### src/hdl/bse_pkg.sv
// bse_pkg: shared types and constants of the bubble sort engine.
// No dependencies; imported by every module of the block.
package bse_pkg;

  localparam int KEY_W = 10;

  typedef logic [KEY_W-1:0] key_t;

  typedef struct packed {
    key_t key_value;
    logic last_of_set;
  } in_item_t;

  typedef struct packed {
    key_t sorted_value;
    logic final_flag;
  } out_item_t;

  typedef enum logic [2:0] {
    ST_LOAD,
    ST_SORT_START,
    ST_PASS_FIRST,
    ST_PASS_STEP,
    ST_PASS_END,
    ST_EMIT_RD,
    ST_EMIT_WAIT
  } bse_state_t;

endpackage

### src/hdl/bubble_sort_engine.sv
// bubble_sort_engine: top level, load/sort/emit sequencer and output register.
// Depends on bse_pkg, bse_store and bse_cmp.
//
//   channel | direction | type        | transfer when
//   in_     | input     | in_item_t   | in_valid && in_ready
//   out_    | output    | out_item_t  | out_valid && out_ready
//
// Loading accepts one item per cycle; in_ready is high only while loading.
// Sort of n keys: each pass step does one memory write and one compare, and
// reads the next key unless it is the last step; the carried key moves up a pass.
// Emit: each key goes through the registered memory read, then the output register.
// Reset clears control state only; the key memory is not cleared.
// A stalled output holds the sequencer until the transfer completes.
module bubble_sort_engine
  import bse_pkg::*;
#(
  parameter int CAPACITY = 16
) (
  input  logic      clk,
  input  logic      rst_n,
  input  logic      in_valid,
  output logic      in_ready,
  input  in_item_t  in_data,
  output logic      out_valid,
  input  logic      out_ready,
  output out_item_t out_data
);

  localparam int AW    = $clog2(CAPACITY);
  localparam int CNT_W = $clog2(CAPACITY + 1);

  bse_state_t       state_r, state_nxt;
  logic [CNT_W-1:0] count_r, count_nxt;
  logic [CNT_W-1:0] len_r, len_nxt;
  logic [AW-1:0]    idx_r, idx_nxt;
  key_t             cur_r, cur_nxt;
  logic             out_valid_r, out_valid_nxt;
  out_item_t        out_data_r, out_data_nxt;

  logic             wr_en;
  logic [AW-1:0]    wr_addr;
  key_t             wr_data;
  logic             rd_en;
  logic [AW-1:0]    rd_addr;
  key_t             rd_data;
  key_t             cmp_lo, cmp_hi;

  logic             in_xfer;
  logic             full;
  logic [CNT_W-1:0] n_after;
  logic [CNT_W-1:0] idx_p1;
  logic [CNT_W-1:0] idx_p2;
  logic [CNT_W-1:0] len_m1;
  logic             out_load;

  bse_store #(
    .DEPTH(CAPACITY)
  ) u_store (
    .clk    (clk),
    .wr_en  (wr_en),
    .wr_addr(wr_addr),
    .wr_data(wr_data),
    .rd_en  (rd_en),
    .rd_addr(rd_addr),
    .rd_data(rd_data)
  );

  bse_cmp u_cmp (
    .a (cur_r),
    .b (rd_data),
    .lo(cmp_lo),
    .hi(cmp_hi)
  );

  assign in_ready = (state_r == ST_LOAD);
  assign in_xfer  = in_valid && in_ready;
  assign full     = (count_r >= CNT_W'(CAPACITY));
  assign n_after  = full ? count_r : count_r + CNT_W'(1);
  assign idx_p1   = CNT_W'(idx_r) + CNT_W'(1);
  assign idx_p2   = CNT_W'(idx_r) + CNT_W'(2);
  assign len_m1   = len_r - CNT_W'(1);

  always_ff @(posedge clk) begin
    if (!rst_n) begin
      state_r     <= ST_LOAD;
      count_r     <= '0;
      len_r       <= '0;
      idx_r       <= '0;
      out_valid_r <= 1'b0;
    end else begin
      state_r     <= state_nxt;
      count_r     <= count_nxt;
      len_r       <= len_nxt;
      idx_r       <= idx_nxt;
      out_valid_r <= out_valid_nxt;
    end
  end

  always_ff @(posedge clk) begin
    cur_r      <= cur_nxt;
    out_data_r <= out_data_nxt;
  end

  always_comb begin
    state_nxt     = state_r;
    count_nxt     = count_r;
    len_nxt       = len_r;
    idx_nxt       = idx_r;
    cur_nxt       = cur_r;
    out_valid_nxt = out_valid_r && !out_ready;
    out_data_nxt  = out_data_r;
    out_load      = 1'b0;
    wr_en         = 1'b0;
    wr_addr       = count_r[AW-1:0];
    wr_data       = in_data.key_value;
    rd_en         = 1'b0;
    rd_addr       = '0;

    case (state_r)
      ST_LOAD: begin
        if (in_xfer) begin
          if (!full) begin
            wr_en     = 1'b1;
            count_nxt = n_after;
          end
          if (in_data.last_of_set) begin
            len_nxt   = n_after;
            idx_nxt   = '0;
            state_nxt = (n_after >= CNT_W'(2)) ? ST_SORT_START : ST_EMIT_RD;
          end
        end
      end
      ST_SORT_START: begin
        rd_en     = 1'b1;
        rd_addr   = '0;
        state_nxt = ST_PASS_FIRST;
      end
      ST_PASS_FIRST: begin
        cur_nxt   = rd_data;
        rd_en     = 1'b1;
        rd_addr   = AW'(1);
        idx_nxt   = '0;
        state_nxt = ST_PASS_STEP;
      end
      ST_PASS_STEP: begin
        wr_en   = 1'b1;
        wr_addr = idx_r;
        wr_data = cmp_lo;
        cur_nxt = cmp_hi;
        if (idx_p2 == len_r) begin
          state_nxt = ST_PASS_END;
        end else begin
          rd_en   = 1'b1;
          rd_addr = idx_p2[AW-1:0];
          idx_nxt = idx_p1[AW-1:0];
        end
      end
      ST_PASS_END: begin
        // park the carried maximum; start the next, shorter pass or go on to emit
        wr_en   = 1'b1;
        wr_addr = len_m1[AW-1:0];
        wr_data = cur_r;
        len_nxt = len_m1;
        if (len_r > CNT_W'(2)) begin
          rd_en     = 1'b1;
          rd_addr   = '0;
          state_nxt = ST_PASS_FIRST;
        end else begin
          idx_nxt   = '0;
          state_nxt = ST_EMIT_RD;
        end
      end
      ST_EMIT_RD: begin
        rd_en     = 1'b1;
        rd_addr   = idx_r;
        state_nxt = ST_EMIT_WAIT;
      end
      ST_EMIT_WAIT: begin
        if (!out_valid_r || out_ready) begin
          out_load                  = 1'b1;
          out_valid_nxt             = 1'b1;
          out_data_nxt.sorted_value = rd_data;
          out_data_nxt.final_flag   = (idx_p1 == count_r);
          if (idx_p1 == count_r) begin
            count_nxt = '0;
            state_nxt = ST_LOAD;
          end else begin
            idx_nxt   = idx_p1[AW-1:0];
            state_nxt = ST_EMIT_RD;
          end
        end
      end
      default: begin
        state_nxt = ST_LOAD;
      end
    endcase
  end

  assign out_valid = out_valid_r;
  assign out_data  = out_data_r;

  a_count_bound: assert property (@(posedge clk) disable iff (!rst_n)
    count_r <= CNT_W'(CAPACITY))
    else $error("element count above capacity");

  a_sort_wr_in_pass: assert property (@(posedge clk) disable iff (!rst_n)
    (wr_en && (state_r == ST_PASS_STEP || state_r == ST_PASS_END))
      |-> (CNT_W'(wr_addr) < len_r))
    else $error("sort write outside current pass");

  a_final_returns: assert property (@(posedge clk) disable iff (!rst_n)
    (out_load && out_data_nxt.final_flag) |=> (state_r == ST_LOAD && count_r == '0))
    else $error("final key did not close the run");

  a_emit_only_loaded: assert property (@(posedge clk) disable iff (!rst_n)
    (state_r == ST_EMIT_RD) |-> (idx_p1 <= count_r))
    else $error("emit index past stored keys");

endmodule

### src/hdl/bse_store.sv
// bse_store: key memory, one write port and one registered read port.
// Depends on bse_pkg for the key type.
module bse_store
  import bse_pkg::*;
#(
  parameter int DEPTH = 16,
  localparam int AW = $clog2(DEPTH)
) (
  input  logic          clk,
  input  logic          wr_en,
  input  logic [AW-1:0] wr_addr,
  input  key_t          wr_data,
  input  logic          rd_en,
  input  logic [AW-1:0] rd_addr,
  output key_t          rd_data
);

  key_t mem [DEPTH];
  key_t rd_data_r;

  always_ff @(posedge clk) begin
    if (wr_en) begin
      mem[wr_addr] <= wr_data;
    end
  end

  // read data holds while rd_en is low
  always_ff @(posedge clk) begin
    if (rd_en) begin
      rd_data_r <= mem[rd_addr];
    end
  end

  assign rd_data = rd_data_r;

endmodule

### src/hdl/bse_cmp.sv
// bse_cmp: compare-and-order unit, returns the smaller and larger key.
// Depends on bse_pkg for the key type.
module bse_cmp
  import bse_pkg::*;
(
  input  key_t a,
  input  key_t b,
  output key_t lo,
  output key_t hi
);

  logic swap;

  // equal keys keep their order
  assign swap = (a > b);
  assign lo   = swap ? b : a;
  assign hi   = swap ? a : b;

endmodule
### config.mk
export PLATFORM = sky130hd
export DESIGN_NAME = bubble_sort_engine
export DESIGN_NICKNAME = d
export VERILOG_FILES = /design/src/hdl/bse_pkg.sv /design/src/hdl/bubble_sort_engine.sv /design/src/hdl/bse_store.sv /design/src/hdl/bse_cmp.sv
export SDC_FILE = /design/constraint.sdc
export NUM_CORES = 1
export LEC_CHECK = 0
export ABC_CLOCK_PERIOD_IN_PS = 4800
export BUFFER_PORTS_ARGS = -buffer_cell sky130_fd_sc_hd__buf_2
export CORE_MARGIN = 3
export CORE_UTILIZATION = 67
export CTS_CLUSTER_DIAMETER = 80
export DETAILED_ROUTE_END_ITERATION = 8
export PLACE_DENSITY = 0.85
export SLEW_MARGIN = 0
export SYNTH_ARGS = -nofsm -noshare
export SYNTH_HDL_FRONTEND = slang
export SYNTH_SLANG_ARGS = --single-unit
### constraint.sdc
create_clock -name clk -period 4.8 [get_ports clk]
set_input_delay 0.96 -clock clk [delete_from_list [all_inputs] [get_ports clk]]
set_output_delay 0.96 -clock clk [all_outputs]
set_load 0.02 [all_outputs]
==> impl_results.md <==
* Status: complete, no violations
* Slew HR at 31.9%
* Fin util at 77.1%
* CTS resizes at 0
* Largest net degree at the start of global routing at 61
* Post-DP HPWL at 13.6 mm
* Vias in the first global route at 6103
* Critical Path Start Type: register
* Slew Viols, Final at 0
* Clock skew at 0.0213 ns
* Slew at the pin closest to its max-slew limit at 1.02 ns
* Fmax achieved at 0.248 GHz
* Area Overhead vs Synth at 10.2%
* Sequence of cells on the critical path: nor2b_1, nand2_1, mux2i_1, o21ai_0, nand2_1, nor2_1
* I/O Buffers at 27
* CTS tree: built
* Leak Pwr at about 3.8 nW
* Fin Setup TNS at 0 ns
* Die area at 0.0156 mm^2
* Complex-gate fraction of the synthesized area at 12.9%
* Largest family of logic cells by synthesized area: compound AO/OA/AOI/OAI gates
* TritonCTS Buffers at 22
* Final ANT Viol Nets at 0
* Unique masters post-synth at 65
* Slowest cell on crit path: nor2_1
* Antenna violations before repair at 0
* Multiplexer share of the synthesized area at 3.72%
* # setup viols final at 0
* CTS H-Tree Depth at 1
* Global router's overall resource usage at 27.6%
* Commonest non-fill, non-tap cell in the layout: edfxtp_1
* Initial Util at ~70%
* Vias per cell at 6.70
* Routed len/inst at around 23 um
* WS Path Type: register to register
* Hold Path Class: register to register
* Simple logic cell fraction of the synthesized area at ~12%
* Synthesized Nets at 760
* Initial DRC Count at around 840
* CP peak stage delay at 0.79 ns
* Peak supply drop at around 0.36 mV
* Most frequent CP cell: nand2_1
* Unrepaired setup endpoints after global routing: false
* Buf/Inv on CP at 0
* Max_cap viols at 0
* Final hold vios at 0
* Share of layout cells above drive strength 1 at 13.5%
* Yosys warning count at 0
* Hold Buf Count CTS at 0
* Post-synth EDFFs at 191
* Mapped Cells at about 730
* CP Max Fanout at 25
* Clk pin slew, worst setup/hold paths at roughly 0.06 ns
* Register area share after synthesis at 64.3%
* Fin crit share at 83.9%
* Clk sinks at 209
* Number of setup buffers added after CTS at 0
* Total number of vias at 6290
* WL final at 21.8 mm
* Crit-path leading delay family: simple AND/OR/NAND/NOR gates
* Standard-cell rows at 42
* Clk buf depth at 3
* Top_reg_cell synth: edfxtp_1
* Synth Area in Adders at between 2 and 2.5%
* Worst EP arrival at approximately 4.2 ns
* Post-synthesis xor/xnor area fraction at under 10%
* Final #Nets at 778
* Mean post-synth cell area at about 13 um^2
* GPL Wtd Cong at 0.920
* DIE WIDTH at 125 um
* Most frequent cells in the layout: 191 x edfxtp_1, 92 x nand2_1, 39 x nor2_1
* Grt total ovfl at 0
* DRC Markers at 0
* Core Region at around 0.014 mm^2
* Worst endpoint required time at 4.94 ns
* Post-synth ARST share at 0%
* Die height at 125 um
* Root buf cell: clkbuf_16
* Global-route wire length before repair at 33.8 mm
* Min Tclk post-route at 4.03 ns
* Pwr dens at 615 mW/mm^2
* Worst setup EP type: register
* Inserted Diodes at 0
* Clk_lat worst skew at 0.52 ns
* Netlist Area Pre-Place at 0.00949 mm^2
* DRT Pass-1 Iters at 6
* Synth Register Bits at about 210
* I/O pins at 28
per-layer routing:
metal	up-vias	routed length, um	global-route usage, %
li1	2787	-	-
met1	3033	8300	38.4
met2	413	10500	45.0
met3	57	2310	5.03
met4	0	667	8.80
met5	-	0	0
final timing paths:
kind / from / to / slack, ns / cells past startpoint
setup reg to reg: state_r[1]$_SDFFE_PN0P_ / u_store.mem[14][2]$_DFFE_PP_ / 0.77 / 6
hold reg to reg: u_store.rd_data[8]$_DFFE_PP_ / cur_r[8]$_DFFE_PP_ / 0.52 / 0
hold / removal: u_store.rd_data[8]$_DFFE_PP_ / cur_r[8]$_DFFE_PP_ / 0.52 / 0
setup / recovery: state_r[1]$_SDFFE_PN0P_ / u_store.mem[14][2]$_DFFE_PP_ / 0.77 / 6
metrics by stage:
step | instances | power, W | worst slack [ns] | cell area [um^2] | hold slack (ns)
final | 939 | 0.00643 | 0.775 | 10500 | 0.524
after global routing | 939 | 0.00670 | 0.530 | 10500 | 0.557
after CTS | 939 | 0.00639 | 0.891 | 10500 | 0.530
after detailed placement | 899 | 0.00460 | 0.956 | 9690 | 0.515
after global placement | 899 | 0.00451 | 1.17 | 9690 | 0.515
after floorplan | 729 | 0.00404 | 2.11 | 9490 | 0.469
where the power goes:
part | leakage (nW) | switching [W] | internal, W
Clock | 0.359 | 0.000693 | 0.00108
Sequential | 1.88 | 0.000230 | 0.00251
Combinational | 1.51 | 0.00127 | 0.000646
cell usage after synthesis (2+ instances only):
| cell type | count | area share [%] |
|---|---|---|
| a221o_1 | 20 | 2.1 |
| nor2_1 | 39 | 1.5 |
| xnor2_1 | 4 | 0.37 |
| or3_1 | 3 | 0.20 |
| o21ai_0 | 21 | 1.1 |
| nand3_1 | 4 | 0.21 |
| nor3b_1 | 3 | 0.24 |
| edfxtp_1 | 191 | 60 |
| a211oi_1 | 20 | 1.6 |
| o32ai_1 | 10 | 0.92 |
| buf_4 | 3 | 0.24 |
| nor2b_1 | 17 | 1.1 |
| a22oi_1 | 2 | 0.16 |
| nand4b_1 | 2 | 0.18 |
| nand2b_1 | 6 | 0.40 |
| a211oi_2 | 10 | 1.3 |
| o21a_1 | 5 | 0.40 |
| a21oi_1 | 16 | 0.84 |
| ha_1 | 16 | 2.1 |
| a31o_2 | 2 | 0.18 |
| buf_2 | 16 | 0.84 |
| buf_1 | 2 | 0.079 |
| xor2_1 | 8 | 0.74 |
| and3_1 | 20 | 1.3 |
| a21o_1 | 2 | 0.16 |
| or2_2 | 4 | 0.26 |
| nand3b_1 | 4 | 0.32 |
| mux2i_1 | 24 | 2.5 |
| a31oi_1 | 26 | 1.7 |
| dfxtp_1 | 18 | 3.8 |
| nand2_1 | 92 | 3.6 |
| a21boi_1 | 5 | 0.40 |
| clkbuf_1 | 16 | 0.63 |
| and2_1 | 19 | 1.3 |
| o22ai_1 | 4 | 0.26 |
| a21boi_0 | 2 | 0.16 |
| and2_0 | 11 | 0.73 |
| mux2_2 | 10 | 1.2 |
| o21ai_1 | 2 | 0.11 |
| inv_1 | 15 | 0.59 |
| buf_6 | 5 | 0.59 |
| nor3_1 | 7 | 0.37 |
area by class of cell:
cell class              count  area [um^2]
flip-flops and latches    209         6100
repair buffers             38          230
fillers                   752         3110
inverters                  16         60.1
multi-input cells         460         3080
clock inverters             8          173
clock buffers              32          588
well taps                 176          220
logic make-up (layout without fill, tap and decap cells):
group                      count (synthesis)  count (layout)
xor gates and xnor gates                  12              12
DFF                                      209             209
muxes                                     34              34
and+or+nand+nor                          238             238
adders and majority gates                 16              16
AOI/OAI and AO/OA                        160             160
buffers and inverters                     60              94
registers in the layout, summed over array words and instances, names as in the netlist:
name and flops:
len_r 5, u_store.mem 160, out_data 11, out_valid 1, u_store.rd_data 10, count_r 5, idx_r 4, cur_r 10
state_r 3
(Power assumes the default switching activity.)
